<file path="src/rtl/mfs_pkg.sv">
// Shared types and constants for the multilevel feedback scheduler.
`timescale 1ns / 1ps
package mfs_pkg;

  localparam int MAX_TASKS  = 16;
  localparam int MAX_LEVELS = 8;

  localparam int TASK_W  = 4;
  localparam int LVL_W   = 3;
  localparam int LVLC_W  = 4;
  localparam int CNT_W   = 5;
  localparam int REM_W   = 16;
  localparam int USE_W   = 8;
  localparam int TIME_W  = 32;
  localparam int QA_W    = LVL_W + TASK_W;
  localparam int Q_DEPTH = MAX_LEVELS * MAX_TASKS;

  localparam int CFG_IDX_W  = 2;
  localparam int CFG_DATA_W = 16;

  localparam logic [CFG_IDX_W-1:0] REG_LEVEL_COUNT  = 2'd0;
  localparam logic [CFG_IDX_W-1:0] REG_DEMOTE_AFTER = 2'd1;
  localparam logic [CFG_IDX_W-1:0] REG_AGE_LIMIT    = 2'd2;

  localparam logic OP_ARRIVE = 1'b0;
  localparam logic OP_TICK   = 1'b1;

  typedef enum logic [3:0] {
    ST_IDLE,
    ST_INS_BEGIN,
    ST_INS_CMP,
    ST_INS_END,
    ST_AGE_LV,
    ST_AGE_RD,
    ST_AGE_CHK,
    ST_AGE_NEXT,
    ST_RUN_FIND,
    ST_RUN_RD,
    ST_RUN_POP,
    ST_RES
  } state_t;

  typedef enum logic [3:0] {
    CMD_NONE,
    CMD_ARRIVE,
    CMD_TICK,
    CMD_INS_BEGIN,
    CMD_INS_CMP,
    CMD_INS_END,
    CMD_AGE_LV,
    CMD_AGE_RD,
    CMD_AGE_CHK,
    CMD_AGE_NEXT,
    CMD_RUN_FIND,
    CMD_RUN_RD,
    CMD_RUN_POP,
    CMD_RES
  } dp_cmd_t;

  typedef struct packed {
    logic q_full;
    logic q_empty;
    logic lift;
    logic last_lift;
    logic age_done;
    logic agen_zero;
    logic aged;
    logic top_found;
    logic run_long;
    logic demote;
    logic out_free;
  } dp_status_t;

endpackage

</file>
<file path="src/rtl/mfs_if.sv">
// Channel interfaces for the scheduler: input words, result words and register writes.
`timescale 1ns / 1ps
interface mfs_in_if;
  logic                       valid;
  logic                       ready;
  logic                       op;
  logic [mfs_pkg::TASK_W-1:0] task_id;
  logic [mfs_pkg::LVL_W-1:0]  start_level;
  logic [mfs_pkg::REM_W-1:0]  burst;
  modport source(output valid, op, task_id, start_level, burst, input ready);
  modport sink(input valid, op, task_id, start_level, burst, output ready);
endinterface

interface mfs_out_if;
  logic                       valid;
  logic                       ready;
  logic                       busy_res;
  logic [mfs_pkg::TASK_W-1:0] running_task;
  logic [mfs_pkg::LVL_W-1:0]  run_level;
  logic                       finished;
  logic [mfs_pkg::TIME_W-1:0] slice_start;
  modport source(output valid, busy_res, running_task, run_level, finished, slice_start,
                 input ready);
  modport sink(input valid, busy_res, running_task, run_level, finished, slice_start,
               output ready);
endinterface

interface mfs_cfg_if;
  logic                           valid;
  logic                           ready;
  logic [mfs_pkg::CFG_IDX_W-1:0]  index;
  logic [mfs_pkg::CFG_DATA_W-1:0] data;
  modport source(output valid, index, data, input ready);
  modport sink(input valid, index, data, output ready);
endinterface

</file>
<file path="src/rtl/mfs_ram.sv">
// Generic simple dual-port RAM with one write port and a registered read port.
`timescale 1ns / 1ps
module mfs_ram #(
  parameter int WIDTH = 8,
  parameter int DEPTH = 16
) (
  input  logic                     clk,
  input  logic                     we,
  input  logic [$clog2(DEPTH)-1:0] waddr,
  input  logic [WIDTH-1:0]         wdata,
  input  logic                     re,
  input  logic [$clog2(DEPTH)-1:0] raddr,
  output logic [WIDTH-1:0]         rdata
);

  logic [WIDTH-1:0] mem_r [DEPTH];
  logic [WIDTH-1:0] rdata_r;

  always_ff @(posedge clk) begin
    if (we) begin
      mem_r[waddr] <= wdata;
    end
    if (re) begin
      rdata_r <= mem_r[raddr];
    end
  end

  assign rdata = rdata_r;

endmodule

</file>
<file path="src/rtl/mfs_ctrl.sv">
// Scheduler controller: sequences arrivals, aging, running and result hand-off.
`timescale 1ns / 1ps
module mfs_ctrl (
  input  logic                clk,
  input  logic                rst_n,
  input  logic                in_valid,
  input  logic                in_op,
  output logic                in_ready,
  input  mfs_pkg::dp_status_t st,
  output mfs_pkg::dp_cmd_t    cmd
);

  mfs_pkg::state_t state_r, state_nxt;
  mfs_pkg::state_t ret_r, ret_nxt;

  always_ff @(posedge clk) begin
    if (!rst_n) begin
      state_r <= mfs_pkg::ST_IDLE;
      ret_r   <= mfs_pkg::ST_IDLE;
    end else begin
      state_r <= state_nxt;
      ret_r   <= ret_nxt;
    end
  end

  // The insert sequence is shared by arrivals, promotion and demotion; ret_r
  // remembers where to resume once it completes.
  always_comb begin
    state_nxt = state_r;
    ret_nxt   = ret_r;
    case (state_r)
      mfs_pkg::ST_IDLE: begin
        if (in_valid) begin
          if (in_op == mfs_pkg::OP_TICK) begin
            state_nxt = mfs_pkg::ST_AGE_LV;
          end else begin
            state_nxt = mfs_pkg::ST_INS_BEGIN;
            ret_nxt   = mfs_pkg::ST_IDLE;
          end
        end
      end
      mfs_pkg::ST_INS_BEGIN: begin
        if (st.q_full) state_nxt = ret_r;
        else if (st.q_empty) state_nxt = mfs_pkg::ST_INS_END;
        else state_nxt = mfs_pkg::ST_INS_CMP;
      end
      mfs_pkg::ST_INS_CMP: begin
        if (!st.lift || st.last_lift) state_nxt = mfs_pkg::ST_INS_END;
      end
      mfs_pkg::ST_INS_END: state_nxt = ret_r;
      mfs_pkg::ST_AGE_LV: begin
        if (st.age_done) state_nxt = mfs_pkg::ST_RUN_FIND;
        else if (!st.q_empty) state_nxt = mfs_pkg::ST_AGE_RD;
      end
      mfs_pkg::ST_AGE_RD: state_nxt = mfs_pkg::ST_AGE_CHK;
      mfs_pkg::ST_AGE_CHK: begin
        if (st.aged) begin
          state_nxt = mfs_pkg::ST_INS_BEGIN;
          ret_nxt   = mfs_pkg::ST_AGE_NEXT;
        end else begin
          state_nxt = mfs_pkg::ST_AGE_NEXT;
        end
      end
      mfs_pkg::ST_AGE_NEXT: begin
        state_nxt = st.agen_zero ? mfs_pkg::ST_AGE_LV : mfs_pkg::ST_AGE_RD;
      end
      mfs_pkg::ST_RUN_FIND: begin
        state_nxt = st.top_found ? mfs_pkg::ST_RUN_RD : mfs_pkg::ST_RES;
      end
      mfs_pkg::ST_RUN_RD: begin
        if (st.run_long && st.demote) begin
          state_nxt = mfs_pkg::ST_INS_BEGIN;
          ret_nxt   = mfs_pkg::ST_RUN_POP;
        end else begin
          state_nxt = mfs_pkg::ST_RES;
        end
      end
      mfs_pkg::ST_RUN_POP: state_nxt = mfs_pkg::ST_RES;
      mfs_pkg::ST_RES: begin
        if (st.out_free) state_nxt = mfs_pkg::ST_IDLE;
      end
      default: state_nxt = mfs_pkg::ST_IDLE;
    endcase
  end

  always_comb begin
    in_ready = 1'b0;
    cmd      = mfs_pkg::CMD_NONE;
    case (state_r)
      mfs_pkg::ST_IDLE: begin
        in_ready = 1'b1;
        if (in_valid) begin
          cmd = (in_op == mfs_pkg::OP_TICK) ? mfs_pkg::CMD_TICK : mfs_pkg::CMD_ARRIVE;
        end
      end
      mfs_pkg::ST_INS_BEGIN: cmd = mfs_pkg::CMD_INS_BEGIN;
      mfs_pkg::ST_INS_CMP:   cmd = mfs_pkg::CMD_INS_CMP;
      mfs_pkg::ST_INS_END:   cmd = mfs_pkg::CMD_INS_END;
      mfs_pkg::ST_AGE_LV:    cmd = mfs_pkg::CMD_AGE_LV;
      mfs_pkg::ST_AGE_RD:    cmd = mfs_pkg::CMD_AGE_RD;
      mfs_pkg::ST_AGE_CHK:   cmd = mfs_pkg::CMD_AGE_CHK;
      mfs_pkg::ST_AGE_NEXT:  cmd = mfs_pkg::CMD_AGE_NEXT;
      mfs_pkg::ST_RUN_FIND:  cmd = mfs_pkg::CMD_RUN_FIND;
      mfs_pkg::ST_RUN_RD:    cmd = mfs_pkg::CMD_RUN_RD;
      mfs_pkg::ST_RUN_POP:   cmd = mfs_pkg::CMD_RUN_POP;
      mfs_pkg::ST_RES: begin
        if (st.out_free) cmd = mfs_pkg::CMD_RES;
      end
      default: cmd = mfs_pkg::CMD_NONE;
    endcase
  end

endmodule

</file>
<file path="src/rtl/mfs_dp.sv">
// Scheduler datapath: queue memory, per-task tables, queue pointers and result register.
`timescale 1ns / 1ps
module mfs_dp (
  input  logic                             clk,
  input  logic                             rst_n,
  input  mfs_pkg::dp_cmd_t                 cmd,
  output mfs_pkg::dp_status_t              st,
  input  logic [mfs_pkg::TASK_W-1:0]       in_task_id,
  input  logic [mfs_pkg::LVL_W-1:0]        in_start_level,
  input  logic [mfs_pkg::REM_W-1:0]        in_burst,
  input  logic                             cfg_valid,
  input  logic [mfs_pkg::CFG_IDX_W-1:0]    cfg_index,
  input  logic [mfs_pkg::CFG_DATA_W-1:0]   cfg_data,
  output logic                             out_valid,
  input  logic                             out_ready,
  output logic                             out_busy_res,
  output logic [mfs_pkg::TASK_W-1:0]       out_running_task,
  output logic [mfs_pkg::LVL_W-1:0]        out_run_level,
  output logic                             out_finished,
  output logic [mfs_pkg::TIME_W-1:0]       out_slice_start
);

  localparam int TW = mfs_pkg::TASK_W;
  localparam int LW = mfs_pkg::LVL_W;

  // Configuration
  logic [mfs_pkg::LVLC_W-1:0] lvl_cnt_r;
  logic [mfs_pkg::USE_W-1:0]  dem_r;
  logic [mfs_pkg::REM_W-1:0]  age_r;

  // Queue pointers and time
  logic [TW-1:0]             heads_r  [mfs_pkg::MAX_LEVELS];
  logic [mfs_pkg::CNT_W-1:0] counts_r [mfs_pkg::MAX_LEVELS];
  logic [mfs_pkg::TIME_W-1:0] now_r;

  // Per-task tables
  logic [mfs_pkg::REM_W-1:0]  rem_r [mfs_pkg::MAX_TASKS];
  logic [mfs_pkg::USE_W-1:0]  use_r [mfs_pkg::MAX_TASKS];
  logic [mfs_pkg::TIME_W-1:0] lrt_r [mfs_pkg::MAX_TASKS];

  // Work registers
  logic [LW-1:0]             ins_lv_r;
  logic [TW-1:0]             ins_t_r;
  logic [mfs_pkg::REM_W-1:0] ins_rem_r;
  logic [TW-1:0]             ins_i_r;
  logic [LW-1:0]             cur_lv_r;
  logic [mfs_pkg::CNT_W-1:0] agen_r;
  logic [LW-1:0]             run_lv_r;
  logic                      res_busy_r;
  logic                      res_fin_r;
  logic [TW-1:0]             res_task_r;
  logic [LW-1:0]             res_lv_r;

  // Result register
  logic                       out_valid_r;
  logic                       out_busy_r;
  logic [TW-1:0]              out_task_r;
  logic [LW-1:0]              out_lv_r;
  logic                       out_fin_r;
  logic [mfs_pkg::TIME_W-1:0] out_slice_r;

  // Queue memory
  logic              q_we;
  logic [mfs_pkg::QA_W-1:0] q_waddr;
  logic [TW-1:0]     q_wdata;
  logic              q_re;
  logic [mfs_pkg::QA_W-1:0] q_raddr;
  logic [TW-1:0]     rd_q;

  logic [mfs_pkg::LVLC_W-1:0] levels;
  logic [LW-1:0]              start_lv;
  logic [LW-1:0]              top;
  logic                       top_found;
  logic [LW-1:0]              lix;
  logic [TW-1:0]              head_l;
  logic [mfs_pkg::CNT_W-1:0]  cnt_l;
  logic [TW-1:0]              pos_tail;
  logic [TW-1:0]              pos_lift;
  logic [TW-1:0]              tix;
  logic [mfs_pkg::REM_W-1:0]  rem_t;
  logic [mfs_pkg::USE_W-1:0]  use_t;
  logic [mfs_pkg::USE_W-1:0]  use_new;
  logic [mfs_pkg::TIME_W-1:0] lrt_t;
  logic [mfs_pkg::TIME_W-1:0] wait_t;

  mfs_ram #(
    .WIDTH(TW),
    .DEPTH(mfs_pkg::Q_DEPTH)
  ) u_qram (
    .clk  (clk),
    .we   (q_we),
    .waddr(q_waddr),
    .wdata(q_wdata),
    .re   (q_re),
    .raddr(q_raddr),
    .rdata(rd_q)
  );

  always_comb begin
    if (lvl_cnt_r == '0) begin
      levels = mfs_pkg::LVLC_W'(1);
    end else if (lvl_cnt_r > mfs_pkg::LVLC_W'(mfs_pkg::MAX_LEVELS)) begin
      levels = mfs_pkg::LVLC_W'(mfs_pkg::MAX_LEVELS);
    end else begin
      levels = lvl_cnt_r;
    end
  end

  always_comb begin
    logic [mfs_pkg::LVLC_W-1:0] top_m1;
    top_m1 = levels - mfs_pkg::LVLC_W'(1);
    if ({1'b0, in_start_level} >= levels) start_lv = top_m1[LW-1:0];
    else start_lv = in_start_level;
  end

  // Highest non-empty level among those in use; later levels override.
  always_comb begin
    top       = '0;
    top_found = 1'b0;
    for (int l = 0; l < mfs_pkg::MAX_LEVELS; l++) begin
      if (mfs_pkg::LVLC_W'(l) < levels && counts_r[l] != '0) begin
        top       = LW'(l);
        top_found = 1'b1;
      end
    end
  end

  always_comb begin
    case (cmd)
      mfs_pkg::CMD_INS_BEGIN, mfs_pkg::CMD_INS_CMP, mfs_pkg::CMD_INS_END: lix = ins_lv_r;
      mfs_pkg::CMD_AGE_LV, mfs_pkg::CMD_AGE_RD, mfs_pkg::CMD_AGE_CHK: lix = cur_lv_r;
      mfs_pkg::CMD_RUN_FIND: lix = top;
      default: lix = run_lv_r;
    endcase
  end

  assign head_l   = heads_r[lix];
  assign cnt_l    = counts_r[lix];
  assign pos_tail = head_l + cnt_l[TW-1:0];
  assign pos_lift = pos_tail + TW'(1) + ins_i_r;

  assign tix     = (cmd == mfs_pkg::CMD_INS_BEGIN) ? ins_t_r : rd_q;
  assign rem_t   = rem_r[tix];
  assign use_t   = use_r[tix];
  assign lrt_t   = lrt_r[tix];
  assign use_new = (use_t == '1) ? use_t : use_t + mfs_pkg::USE_W'(1);
  assign wait_t  = now_r - lrt_t;

  always_comb begin
    st.q_full    = cnt_l[mfs_pkg::CNT_W-1];
    st.q_empty   = (cnt_l == '0);
    st.lift      = (rem_t > ins_rem_r);
    st.last_lift = ({1'b0, ins_i_r} + mfs_pkg::CNT_W'(1) == cnt_l);
    st.age_done  = ({1'b0, cur_lv_r} + mfs_pkg::LVLC_W'(1) >= levels);
    st.agen_zero = (agen_r == '0);
    st.aged      = (wait_t >= {{(mfs_pkg::TIME_W - mfs_pkg::REM_W){1'b0}}, age_r});
    st.top_found = top_found;
    st.run_long  = (rem_t > mfs_pkg::REM_W'(1));
    st.demote    = (use_new == dem_r) && (run_lv_r != '0);
    st.out_free  = !out_valid_r || out_ready;
  end

  always_comb begin
    q_we    = 1'b0;
    q_waddr = {lix, pos_tail};
    q_wdata = rd_q;
    q_re    = 1'b0;
    q_raddr = {lix, head_l};
    case (cmd)
      mfs_pkg::CMD_INS_BEGIN: begin
        q_we    = !cnt_l[mfs_pkg::CNT_W-1];
        q_wdata = ins_t_r;
        q_re    = 1'b1;
      end
      mfs_pkg::CMD_INS_CMP: begin
        // A lifted entry moves behind the newcomer; reads stay ahead of these writes.
        q_we    = st.lift;
        q_waddr = {lix, pos_lift};
        q_re    = 1'b1;
        q_raddr = {lix, head_l + ins_i_r + TW'(1)};
      end
      mfs_pkg::CMD_AGE_RD:   q_re = 1'b1;
      mfs_pkg::CMD_AGE_CHK:  q_we = !st.aged;
      mfs_pkg::CMD_RUN_FIND: q_re = 1'b1;
      default: q_we = 1'b0;
    endcase
  end

  always_ff @(posedge clk) begin
    if (!rst_n) begin
      lvl_cnt_r   <= mfs_pkg::LVLC_W'(8);
      dem_r       <= mfs_pkg::USE_W'(4);
      age_r       <= mfs_pkg::REM_W'(100);
      now_r       <= '0;
      out_valid_r <= 1'b0;
      for (int l = 0; l < mfs_pkg::MAX_LEVELS; l++) begin
        heads_r[l]  <= '0;
        counts_r[l] <= '0;
      end
    end else begin
      if (cfg_valid) begin
        case (cfg_index)
          mfs_pkg::REG_LEVEL_COUNT:  lvl_cnt_r <= cfg_data[mfs_pkg::LVLC_W-1:0];
          mfs_pkg::REG_DEMOTE_AFTER: dem_r     <= cfg_data[mfs_pkg::USE_W-1:0];
          mfs_pkg::REG_AGE_LIMIT:    age_r     <= cfg_data[mfs_pkg::REM_W-1:0];
          default: ;
        endcase
      end
      if (cmd == mfs_pkg::CMD_RES) out_valid_r <= 1'b1;
      else if (out_ready) out_valid_r <= 1'b0;
      case (cmd)
        mfs_pkg::CMD_INS_END: begin
          heads_r[lix]  <= head_l + ins_i_r;
          counts_r[lix] <= cnt_l + mfs_pkg::CNT_W'(1);
        end
        mfs_pkg::CMD_AGE_CHK: begin
          heads_r[lix] <= head_l + TW'(1);
          if (st.aged) counts_r[lix] <= cnt_l - mfs_pkg::CNT_W'(1);
        end
        mfs_pkg::CMD_RUN_RD: begin
          if (!st.run_long) begin
            heads_r[lix]  <= head_l + TW'(1);
            counts_r[lix] <= cnt_l - mfs_pkg::CNT_W'(1);
          end
        end
        mfs_pkg::CMD_RUN_POP: begin
          heads_r[lix]  <= head_l + TW'(1);
          counts_r[lix] <= cnt_l - mfs_pkg::CNT_W'(1);
        end
        mfs_pkg::CMD_RES: begin
          now_r <= now_r + mfs_pkg::TIME_W'(1);
        end
        default: ;
      endcase
    end
  end

  always_ff @(posedge clk) begin
    case (cmd)
      mfs_pkg::CMD_ARRIVE: begin
        rem_r[in_task_id] <= in_burst;
        use_r[in_task_id] <= '0;
        lrt_r[in_task_id] <= now_r;
        ins_t_r           <= in_task_id;
        ins_lv_r          <= start_lv;
      end
      mfs_pkg::CMD_TICK: cur_lv_r <= '0;
      mfs_pkg::CMD_INS_BEGIN: begin
        ins_rem_r <= rem_t;
        ins_i_r   <= '0;
      end
      mfs_pkg::CMD_INS_CMP: begin
        if (st.lift) ins_i_r <= ins_i_r + TW'(1);
      end
      mfs_pkg::CMD_AGE_LV: begin
        agen_r <= cnt_l;
        if (!st.age_done && st.q_empty) cur_lv_r <= cur_lv_r + LW'(1);
      end
      mfs_pkg::CMD_AGE_CHK: begin
        agen_r <= agen_r - mfs_pkg::CNT_W'(1);
        if (st.aged) begin
          lrt_r[rd_q] <= now_r;
          ins_lv_r    <= cur_lv_r + LW'(1);
          ins_t_r     <= rd_q;
        end
      end
      mfs_pkg::CMD_AGE_NEXT: begin
        if (st.agen_zero) cur_lv_r <= cur_lv_r + LW'(1);
      end
      mfs_pkg::CMD_RUN_FIND: begin
        run_lv_r   <= top;
        res_busy_r <= top_found;
        res_lv_r   <= top_found ? top : '0;
        res_task_r <= '0;
        res_fin_r  <= 1'b0;
      end
      mfs_pkg::CMD_RUN_RD: begin
        res_task_r  <= rd_q;
        lrt_r[rd_q] <= now_r + mfs_pkg::TIME_W'(1);
        if (st.run_long) begin
          rem_r[rd_q] <= rem_t - mfs_pkg::REM_W'(1);
          if (st.demote) begin
            use_r[rd_q] <= '0;
            ins_lv_r    <= run_lv_r - LW'(1);
            ins_t_r     <= rd_q;
          end else begin
            use_r[rd_q] <= use_new;
          end
        end else begin
          use_r[rd_q] <= use_new;
          res_fin_r   <= 1'b1;
        end
      end
      mfs_pkg::CMD_RES: begin
        out_busy_r  <= res_busy_r;
        out_task_r  <= res_task_r;
        out_lv_r    <= res_lv_r;
        out_fin_r   <= res_fin_r;
        out_slice_r <= now_r;
      end
      default: ;
    endcase
  end

  assign out_valid        = out_valid_r;
  assign out_busy_res     = out_busy_r;
  assign out_running_task = out_task_r;
  assign out_run_level    = out_lv_r;
  assign out_finished     = out_fin_r;
  assign out_slice_start  = out_slice_r;

endmodule

</file>
<file path="src/rtl/multilevel_feedback_scheduler.sv">
// Multilevel feedback queue scheduler with aging and demotion (top level).
//
// Channels: in_ch takes words of two kinds. An arrive word (op 0) records a
// task's burst and queues it at its start level; it gives no result. A tick
// word (op 1) ages the waiting tasks, runs the front task of the highest
// non-empty level for one unit and gives exactly one word on out_ch. cfg_ch
// writes level_count (0), demote_after (1) and age_limit (2) and is always
// ready; it is to be written only while no word is in flight, and the block
// itself does not enforce this. Words are handled one at a time. An insert
// compares the newcomer with the entries of its level in turn: those moved
// behind the newcomer and the first one that stays. An arrive word runs one
// insert. A busy tick steps through the levels in use, checks each entry
// waiting below the top level for aging, then reads the front task of the top
// level; each promotion and each demotion runs an insert. An idle tick runs no
// task. The queue memory gives one registered read per cycle.
// The result sits in an output register; a stalled receiver holds the next
// tick at its final step until that register frees.
// Reset (synchronous, rst_n low) empties every queue, zeroes time and loads
// the register defaults; the queue memory needs no clearing.
`timescale 1ns / 1ps
module multilevel_feedback_scheduler (
  input logic      clk,
  input logic      rst_n,
  mfs_in_if.sink   in_ch,
  mfs_out_if.source out_ch,
  mfs_cfg_if.sink  cfg_ch
);

  mfs_pkg::dp_cmd_t    cmd;
  mfs_pkg::dp_status_t st;

  assign cfg_ch.ready = 1'b1;

  mfs_ctrl u_ctrl (
    .clk     (clk),
    .rst_n   (rst_n),
    .in_valid(in_ch.valid),
    .in_op   (in_ch.op),
    .in_ready(in_ch.ready),
    .st      (st),
    .cmd     (cmd)
  );

  mfs_dp u_dp (
    .clk             (clk),
    .rst_n           (rst_n),
    .cmd             (cmd),
    .st              (st),
    .in_task_id      (in_ch.task_id),
    .in_start_level  (in_ch.start_level),
    .in_burst        (in_ch.burst),
    .cfg_valid       (cfg_ch.valid),
    .cfg_index       (cfg_ch.index),
    .cfg_data        (cfg_ch.data),
    .out_valid       (out_ch.valid),
    .out_ready       (out_ch.ready),
    .out_busy_res    (out_ch.busy_res),
    .out_running_task(out_ch.running_task),
    .out_run_level   (out_ch.run_level),
    .out_finished    (out_ch.finished),
    .out_slice_start (out_ch.slice_start)
  );

endmodule

</file>
<file path="src/flat_wrapper.sv">
// flat-port wrapper written by rule: the top's interface ports become plain ports
module multilevel_feedback_scheduler_flat 
  (clk, rst_n, in_ch_valid, in_ch_op, in_ch_task_id, in_ch_start_level, in_ch_burst, in_ch_ready, out_ch_valid, out_ch_busy_res, out_ch_running_task, out_ch_run_level, out_ch_finished, out_ch_slice_start, out_ch_ready, cfg_ch_valid, cfg_ch_index, cfg_ch_data, cfg_ch_ready);
  mfs_in_if in_ch_i ();
  mfs_out_if out_ch_i ();
  mfs_cfg_if cfg_ch_i ();
  input logic clk;
  input logic rst_n;
  input wire logic [$bits(in_ch_i.valid)-1:0] in_ch_valid;
  input wire logic [$bits(in_ch_i.op)-1:0] in_ch_op;
  input wire logic [$bits(in_ch_i.task_id)-1:0] in_ch_task_id;
  input wire logic [$bits(in_ch_i.start_level)-1:0] in_ch_start_level;
  input wire logic [$bits(in_ch_i.burst)-1:0] in_ch_burst;
  output wire logic [$bits(in_ch_i.ready)-1:0] in_ch_ready;
  output wire logic [$bits(out_ch_i.valid)-1:0] out_ch_valid;
  output wire logic [$bits(out_ch_i.busy_res)-1:0] out_ch_busy_res;
  output wire logic [$bits(out_ch_i.running_task)-1:0] out_ch_running_task;
  output wire logic [$bits(out_ch_i.run_level)-1:0] out_ch_run_level;
  output wire logic [$bits(out_ch_i.finished)-1:0] out_ch_finished;
  output wire logic [$bits(out_ch_i.slice_start)-1:0] out_ch_slice_start;
  input wire logic [$bits(out_ch_i.ready)-1:0] out_ch_ready;
  input wire logic [$bits(cfg_ch_i.valid)-1:0] cfg_ch_valid;
  input wire logic [$bits(cfg_ch_i.index)-1:0] cfg_ch_index;
  input wire logic [$bits(cfg_ch_i.data)-1:0] cfg_ch_data;
  output wire logic [$bits(cfg_ch_i.ready)-1:0] cfg_ch_ready;
  assign in_ch_i.valid = in_ch_valid;
  assign in_ch_i.op = in_ch_op;
  assign in_ch_i.task_id = in_ch_task_id;
  assign in_ch_i.start_level = in_ch_start_level;
  assign in_ch_i.burst = in_ch_burst;
  assign in_ch_ready = in_ch_i.ready;
  assign out_ch_valid = out_ch_i.valid;
  assign out_ch_busy_res = out_ch_i.busy_res;
  assign out_ch_running_task = out_ch_i.running_task;
  assign out_ch_run_level = out_ch_i.run_level;
  assign out_ch_finished = out_ch_i.finished;
  assign out_ch_slice_start = out_ch_i.slice_start;
  assign out_ch_i.ready = out_ch_ready;
  assign cfg_ch_i.valid = cfg_ch_valid;
  assign cfg_ch_i.index = cfg_ch_index;
  assign cfg_ch_i.data = cfg_ch_data;
  assign cfg_ch_ready = cfg_ch_i.ready;
  multilevel_feedback_scheduler u_core (.clk(clk), .rst_n(rst_n), .in_ch(in_ch_i), .out_ch(out_ch_i), .cfg_ch(cfg_ch_i));
endmodule
</file>
<file path="config.mk">
export PLATFORM = sky130hd
export DESIGN_NAME = multilevel_feedback_scheduler_flat
export DESIGN_NICKNAME = d
export VERILOG_FILES = /design/src/rtl/mfs_pkg.sv /design/src/rtl/mfs_if.sv /design/src/rtl/mfs_ram.sv /design/src/rtl/mfs_ctrl.sv /design/src/rtl/mfs_dp.sv /design/src/rtl/multilevel_feedback_scheduler.sv /design/src/flat_wrapper.sv
export SDC_FILE = /design/constraint.sdc
export NUM_CORES = 2
export LEC_CHECK = 0
export BUFFER_PORTS_ARGS = -buffer_cell sky130_fd_sc_hd__clkbuf_2
export CAP_MARGIN = 20
export CORE_UTILIZATION = 65
export DETAILED_ROUTE_END_ITERATION = 8
export PLACE_DENSITY = 0.83
export REMOVE_ABC_BUFFERS = 1
export SYNTH_ARGS = -nofsm -noshare
export SYNTH_HDL_FRONTEND = slang
export SYNTH_SLANG_ARGS = --single-unit
</file>
<file path="constraint.sdc">
create_clock -name clk -period 25 [get_ports clk]
set_input_delay 3.75 -clock clk [delete_from_list [all_inputs] [get_ports clk]]
set_output_delay 3.75 -clock clk [all_outputs]
set_load 0.05 [all_outputs]
</file>
Word-level counts from Yosys, hierarchy flattened
Memories as Yosys holds them, arrays and structs flattened. A register that Yosys moved wholly into a read port is not among the register bits.
Cells that the tools add are included.

word-level totals
  register bits = 157
  input bits = 47
  bits in read-only memories = 0
  memory bits (writable) = 1480
  memories kept = 6
  bits in latches = 0
  logic and storage cells = 298
  output and inout port bits = 44

memory list
  memory                    depth  width  rd ports  clocked after memory_dff  write ports  RTL line       RTL
  u_core.u_dp.lrt_r         16     32     1         0                         1            mfs_dp.sv:39   logic [mfs_pkg::TIME_W-1:0] lrt_r [mfs_pkg::MAX_TASKS];
  u_core.u_dp.u_qram.mem_r  128    4      1         1                         1            mfs_ram.sv:16  logic [WIDTH-1:0] mem_r [DEPTH];
  u_core.u_dp.rem_r         16     16     1         0                         1            mfs_dp.sv:37   logic [mfs_pkg::REM_W-1:0] rem_r [mfs_pkg::MAX_TASKS];
  u_core.u_dp.use_r         16     8      1         0                         1            mfs_dp.sv:38   logic [mfs_pkg::USE_W-1:0] use_r [mfs_pkg::MAX_TASKS];
  u_core.u_dp.counts_r      8      5      9         0                         8            mfs_dp.sv:33   logic [mfs_pkg::CNT_W-1:0] counts_r [mfs_pkg::MAX_LEVELS];
  u_core.u_dp.heads_r       8      4      1         0                         8            mfs_dp.sv:32   logic [TW-1:0] heads_r [mfs_pkg::MAX_LEVELS];

cells by class
  equality and inequality tests = 43
  $add $sub $neg = 19
  $lt $le $gt $ge = 14
  shift operators = 0
  $mul = 0
  bitwise operators = 9
  divide/modulo/power cells = 0
  reduce and logical (&&, ||, !) cells = 56
  muxes and demuxes = 128

operator list
  cell                   number
  $mux 4                 28
  $pmux 4 s12            2
  $mux 32                2
  $mux 1                 58
  $mux 3                 16
  $eq 4x4->1 const B     10
  $reduce_bool 5->1      8
  $add 32x1->32 const B  1
  $eq 4x3->1 const B     8
  $ge 32x16->1           1
  $mux 8                 4
  $reduce_or 32->1       1
  $sub 32x32->32         1
  $pmux 3 s3             3
  $pmux 4 s3             2
  $mux 5                 4
  $add 4x1->4 const B    4
  $eq 4x2->1 const B     4
  $gt 16x1->1 const B    1
  $gt 16x16->1           1
  $lt 3x4->1 const A     4
  $mux 16                1
  $ne 2x2->1 const B     8
  $pmux 4 s2             2
  44 further kinds       95

Depth between registers and ports, before layout
An unclocked memory read counts as a cell.

  depth in word-level cells = 19
  depth in mapped cells = 43
  gate-level depth less buffers = 32

Cells and area by module
A second synthesis with hierarchy kept.

unflattened totals
  cells, all modules = 5225
  area total of the unflattened synthesis = 71961.5 um^2

modules (own cells, without submodules)
  module                         times used  cells an instance  area each (um^2)  sequential area each (um^2)
  mfs_dp                         1           4219               50991.4           32931.6
  mfs_ram                        1           908                20233.2           15494.9
  mfs_ctrl                       1           96                 725.7             140.1
  multilevel_feedback_scheduler  1           2                  11.3              0.0

Worst setup path before layout
Ideal clock, no wire load.

  path type = flip-flop to flip-flop
  from = register u_core.u_ctrl.state_r[2]
  to = memory u_core.u_dp.lrt_r[12][0] (netlist name) (enable)
  period minus slack after synthesis = 11.208 ns
  required time = 24.579 ns
  path slack = 13.792 ns
  path buffers = 12
  cell stages (with the launch flop) = 43
  library setup time = 0.421 ns
  arrival = 10.787 ns
  cells stage by stage = dfxtp_1 > buf_2 > nor4b_2 > buf_4 > mux2i_4 > inv_4 > buf_6 > buf_6 > buf_4 > buf_6 > buf_4 > buf_4 > clkbuf_1 > clkbuf_1 > buf_1 > nand3_1 > a311oi_1 > a21oi_1 > [... 7 more ...] > o21ai_0 > a21o_1 > a21oi_1 > xnor2_1 > ha_1 > a21oi_1 > nor2b_1 > o21ai_0 > o211ai_1 > a211o_1 > a21oi_1 > o2111ai_1 > a2111oi_0 > a21o_1 > and2_1 > buf_2 > mux2_2 > nor2_1

on the way
  word-level cells in the longest chain between the ends = 13
  elaborated cells on any way between the ends = 32
  classes of those cells = add/sub: 1; order compare: 1; eq/ne: 15; mux: 11; bitwise: 1; reduce/logical: 2; memory: 1

ends and longest elaborated chain
  element                                            RTL line        RTL
  start: declaration                                 mfs_ctrl.sv:13  mfs_pkg::state_t state_r, state_nxt;
  start signal: assignment                           mfs_ctrl.sv:18  state_r <= mfs_pkg::ST_IDLE;
  start signal: assignment                           mfs_ctrl.sv:21  state_r <= state_nxt;
  $eq 4x4->1, or another cell as far along           mfs_ctrl.sv:89  case (state_r)
  $pmux 4 s12 (*)                                    mfs_ctrl.sv:89
  $eq 4x2->1 (*)                                     --
  $mux 4 (*)                                         --
  net u_core.u_dp.q_wdata[1]                         mfs_dp.sv:65    logic [TW-1:0] q_wdata;
  $mem_v2 16x32 (*)                                  --
  $sub 32x32->32 (*)                                 mfs_dp.sv:147   assign wait_t = now_r - lrt_t;
  $ge 32x16->1 (*)                                   mfs_dp.sv:156   st.aged = (wait_t >= {{(mfs_pkg::TIME_W - mfs_pkg::REM_W){1'b0}}, age_r});
  $mux 1 (*)                                         mfs_dp.sv:261   if (st.aged) begin
  $mux 1 (*)                                         mfs_dp.sv:239   case (cmd)
  $mux 1 (implied by the code) (*)                   mfs_dp.sv:262   lrt_r[rd_q] <= now_r;
  $or 1x1->1 (no source line) (*)                    --
  $reduce_or 32->1 (no source line)                  --
  $mux 4 (no source line) or $mux 1 (tied branches)  --
  end: declaration                                   mfs_dp.sv:39

The timed path passes the listed nets; every way through them passes the cells marked *.

Worst setup path in the final report
  from = register u_core.u_ctrl.state_r[0]
  to = memory u_core.u_dp.lrt_r[11][13] (netlist name) (enable)

on the way
  word-level cells in the longest chain between the ends = 13
  elaborated cells on any way between the ends = 32
  classes of those cells = add/sub: 1; order compare: 1; eq/ne: 15; mux: 11; bitwise: 1; reduce/logical: 2; memory: 1

ends and longest elaborated chain
  element                                            RTL line        RTL
  $eq 4x4->1, or another cell as far along           mfs_ctrl.sv:89
  $pmux 4 s12 (*)                                    mfs_ctrl.sv:89
  $eq 4x2->1                                         mfs_dp.sv:142   assign tix = (cmd == mfs_pkg::CMD_INS_BEGIN) ? ins_t_r : rd_q;
  $mux 4                                             mfs_dp.sv:142
  $mem_v2 16x32                                      --
  $sub 32x32->32                                     mfs_dp.sv:147
  $ge 32x16->1                                       mfs_dp.sv:156
  $mux 1                                             mfs_dp.sv:261
  $mux 1                                             mfs_dp.sv:239
  $mux 1 (implied by the code)                       mfs_dp.sv:262
  $or 1x1->1 (no source line)                        --
  $reduce_or 32->1 (no source line)                  --
  $mux 4 (no source line) or $mux 1 (tied branches)  --

Mark *: on every way between the ends. The rest lies on a longest branch, timed or not.

==> metrics.txt <==
status finished, final reports clean; commonest non-fill, non-tap cell in the layout edfxtp_1; clk_lat worst skew 790 ps; area of placed instances 74200 um2; dominant cells by area after synthesis edfxtp_1 66%, mux2i_1 6.6%, nand2_1 4.4%; Seq cells post-synth 1640; WS Path Type reg2reg; Clock Tree Buf Depth 3; Rows 121; TritonCTS clock tree yes; # fillers 6638; CP max FO 94; largest net degree at the start of global routing 186; Core Util, Final 72.9%; DIE AREA 112000 um2; Reg clk slew, reported paths 60 ps; Slew HR 17.3%; area growth from synthesis to layout 10.7%; port bufs 89; clock sinks 1640; H-tree depth 4; WP data arrival 12140 ps; main flop type after synthesis edfxtp_1; startpoint type of the worst setup path flip-flop; synthesized area per cell 13.7 um2; largest stage delay on the critical path 900 ps; Reg2Reg Setup Slack 13380 ps; r2r worst-path depth 32; minimum clock period 11620 ps; type of the most critical hold path reg2reg; first-pass GRT wire length 277000 um; Ports 91; register area share after synthesis 67.4%; Initial Utilization 65.9%; sequential cell area 48600 um2; final net count 5534; drt pass-1 iters 6; Final setup viols 0; mapped cell area 72000 um2; FMAX 86.0 MHz; slew at the pin closest to its max-slew limit 1220 ps; Post-Route WL 188000 um; Multi-input gate area 22000 um2; r2r endpoint u_core.u_dp.lrt_r[11][13]$_DFFE_PP_; Post-DRT Antenna Nets 0; max-slew violation count 0; area leader, netlist edfxtp_1; Post-synth EDFFs 1572; hold depth 0; HP Start u_core.u_dp.res_lv_r[1]$_SDFFCE_PN0N_; Die Wd 335 um; skew final 39.4 ps; Fin. Hold Viols 0; DRC Markers 0; initial antenna violation count 6; Core ar. 109000 um2; Worst R2R Start u_core.u_ctrl.state_r[0]$_SDFFE_PN0P_; layout cells sized above 1 11.7%; highest-delay cell along the critical path mux2i_1; most frequent cells in the layout 1572 x edfxtp_1, 836 x nand2_1, 469 x mux2i_1, 335 x nor2_1, 170 x nand3_1; Critical path origin u_core.u_ctrl.state_r[0]$_SDFFE_PN0P_; Design Area, Final 79700 um2; GRT overflow 0; CTS Root Cell clkbuf_16; CP Capture Type flip-flop; CTS Hold Buffers Added 0; CTS buffer count 160; top cell type's share of synthesized area 65.6%; Routed WL per cell 26.8 um; HPWL after detailed placement 111000 um; Yosys cell types 106; fin crit share 46.5%; Total GRT Usage 33.1%; Final Wtd Congestion 0.926; Resize count post-CTS 0; CP required 25520 ps; post-CTS setup buffer count 0; async set-reset flop share out of synthesis 0%; synthesized instance count 5274; unrepaired setup endpoints after global routing false; 1st-iter DRT viols 6785; drt via density 6.73; Syn. warnings 0; Worst Hold Path EP u_core.u_dp.out_run_level[1]$_DFFE_PP_; DIE HEIGHT 335 um; vias in the first global route 45.8k; Max Cap Viol 0; routed vias 47.1k; setup_tns 0 ps
[worst max-delay path, delay by kind of cell, from the launching register on]
kind	cells	cell delay [ps]
AOI/OAI and AO/OA	17	4380
buffers and inverters	4	2340
and+or+nand+nor	6	1730
muxes	2	1280
DFF	1	730
adders and majority gates	2	600
xor gates and xnor gates	1	150
[Yosys cell counts (15+ instances only)]
| library cell | number |
|---|---|
| a22oi_1 | 19 |
| nor3_1 | 78 |
| a21oi_1 | 131 |
| nor2_1 | 369 |
| dfxtp_1 | 68 |
| a211oi_1 | 20 |
| nand4_1 | 35 |
| buf_6 | 24 |
| xor2_1 | 61 |
| mux2i_1 | 472 |
| o21ai_0 | 105 |
| or3_1 | 29 |
| o22ai_1 | 17 |
| a31oi_1 | 27 |
| nand2_1 | 836 |
| nand2b_1 | 23 |
| o2111ai_1 | 15 |
| inv_1 | 81 |
| a311o_1 | 31 |
| ha_1 | 94 |
| mux4_2 | 51 |
| nand3_1 | 170 |
| buf_1 | 23 |
| buf_4 | 25 |
| a311oi_1 | 109 |
| a21o_1 | 41 |
| mux2_2 | 35 |
| o31ai_1 | 37 |
| clkbuf_1 | 171 |
| buf_2 | 40 |
| edfxtp_1 | 1572 |
| xnor2_1 | 59 |
| a221oi_1 | 20 |
| and2_1 | 22 |
| nor2b_1 | 25 |
| and3_1 | 114 |
[registers in the layout (all words and copies together) (netlist names), 4 cells and up]
| name | flops |
|---|---|
| u_core.u_ctrl.state_r | 4 |
| u_core.u_dp.age_r | 16 |
| u_core.u_dp.agen_r | 5 |
| u_core.u_dp.counts_r | 40 |
| u_core.u_dp.dem_r | 8 |
| u_core.u_dp.heads_r | 32 |
| u_core.u_dp.ins_i_r | 4 |
| u_core.u_dp.ins_rem_r | 16 |
| u_core.u_dp.ins_t_r | 4 |
| u_core.u_dp.lrt_r | 512 |
| u_core.u_dp.lvl_cnt_r | 4 |
| u_core.u_dp.now_r | 32 |
| u_core.u_dp.out_running_task | 4 |
| u_core.u_dp.out_slice_start | 32 |
| u_core.u_dp.rem_r | 256 |
| u_core.u_dp.res_task_r | 4 |
| u_core.u_dp.u_qram.mem_r | 512 |
| u_core.u_dp.u_qram.rdata | 4 |
| u_core.u_dp.use_r | 128 |
[per-layer routing]
layer	vias to the layer above	track usage, %	part of all wire, %
met5	-	0	0.0043
li1	20200	-	-
met3	676	6.40	11
met4	2	18.7	5.7
met1	22900	42.2	35
met2	3342	53.5	48
[worst max path at each step]
stage,to,slack (ps),depth (start not counted)
2_1_floorplan,u_core.u_dp.lrt_r[12][0]$_DFFE_PP_,-8950,31
3_3_place_gp,u_core.u_dp.lrt_r[4][16]$_DFFE_PP_,14110,31
3_5_place_dp,u_core.u_dp.lrt_r[8][14]$_DFFE_PP_,13730,31
4_1_cts,u_core.u_dp.lrt_r[8][17]$_DFFE_PP_,13660,31
5_1_grt,u_core.u_dp.lrt_r[11][16]$_DFFE_PP_,12840,32
6_report,u_core.u_dp.lrt_r[11][13]$_DFFE_PP_,13380,32
[stage by stage]
step | instances | setup slack, ps | hold WS, ps
floorplan | 4989 | -8950 | 400
global placement | 6667 | 14110 | 404
detailed placement | 6676 | 13730 | 407
CTS | 6965 | 13660 | 421
global route | 6996 | 12840 | 426
finish | 6998 | 13380 | 420
[final cells by class]
cell class	instances	share of cell area (%)
antenna	6	0.0188
clock buffer	216	5.52
timing repair buffer	238	2.27
sequential	1640	60.9
multi-input combinational	3264	27.6
inverter	85	0.446
tap	1476	2.32
clock inverter	73	0.922
[cell families (layout without fill, tap and decap cells)]
family          after synthesis  in the layout  share of synthesized area (%)
buf+inv                     370            612                           2.41
simple gates               1767           1767                           10.9
compound gates              717            717                           7.24
flops                      1640           1640                           67.4
other cells                   1              7                        0.00521
mux                         560            560                           8.77
fa+ha+maj                    98             98                           1.74
xor+xnor                    121            121                           1.48
Power is left out: the tool's default activity adds up to more than one toggle a clock period on the data nets, which glitch-free logic cannot reach.
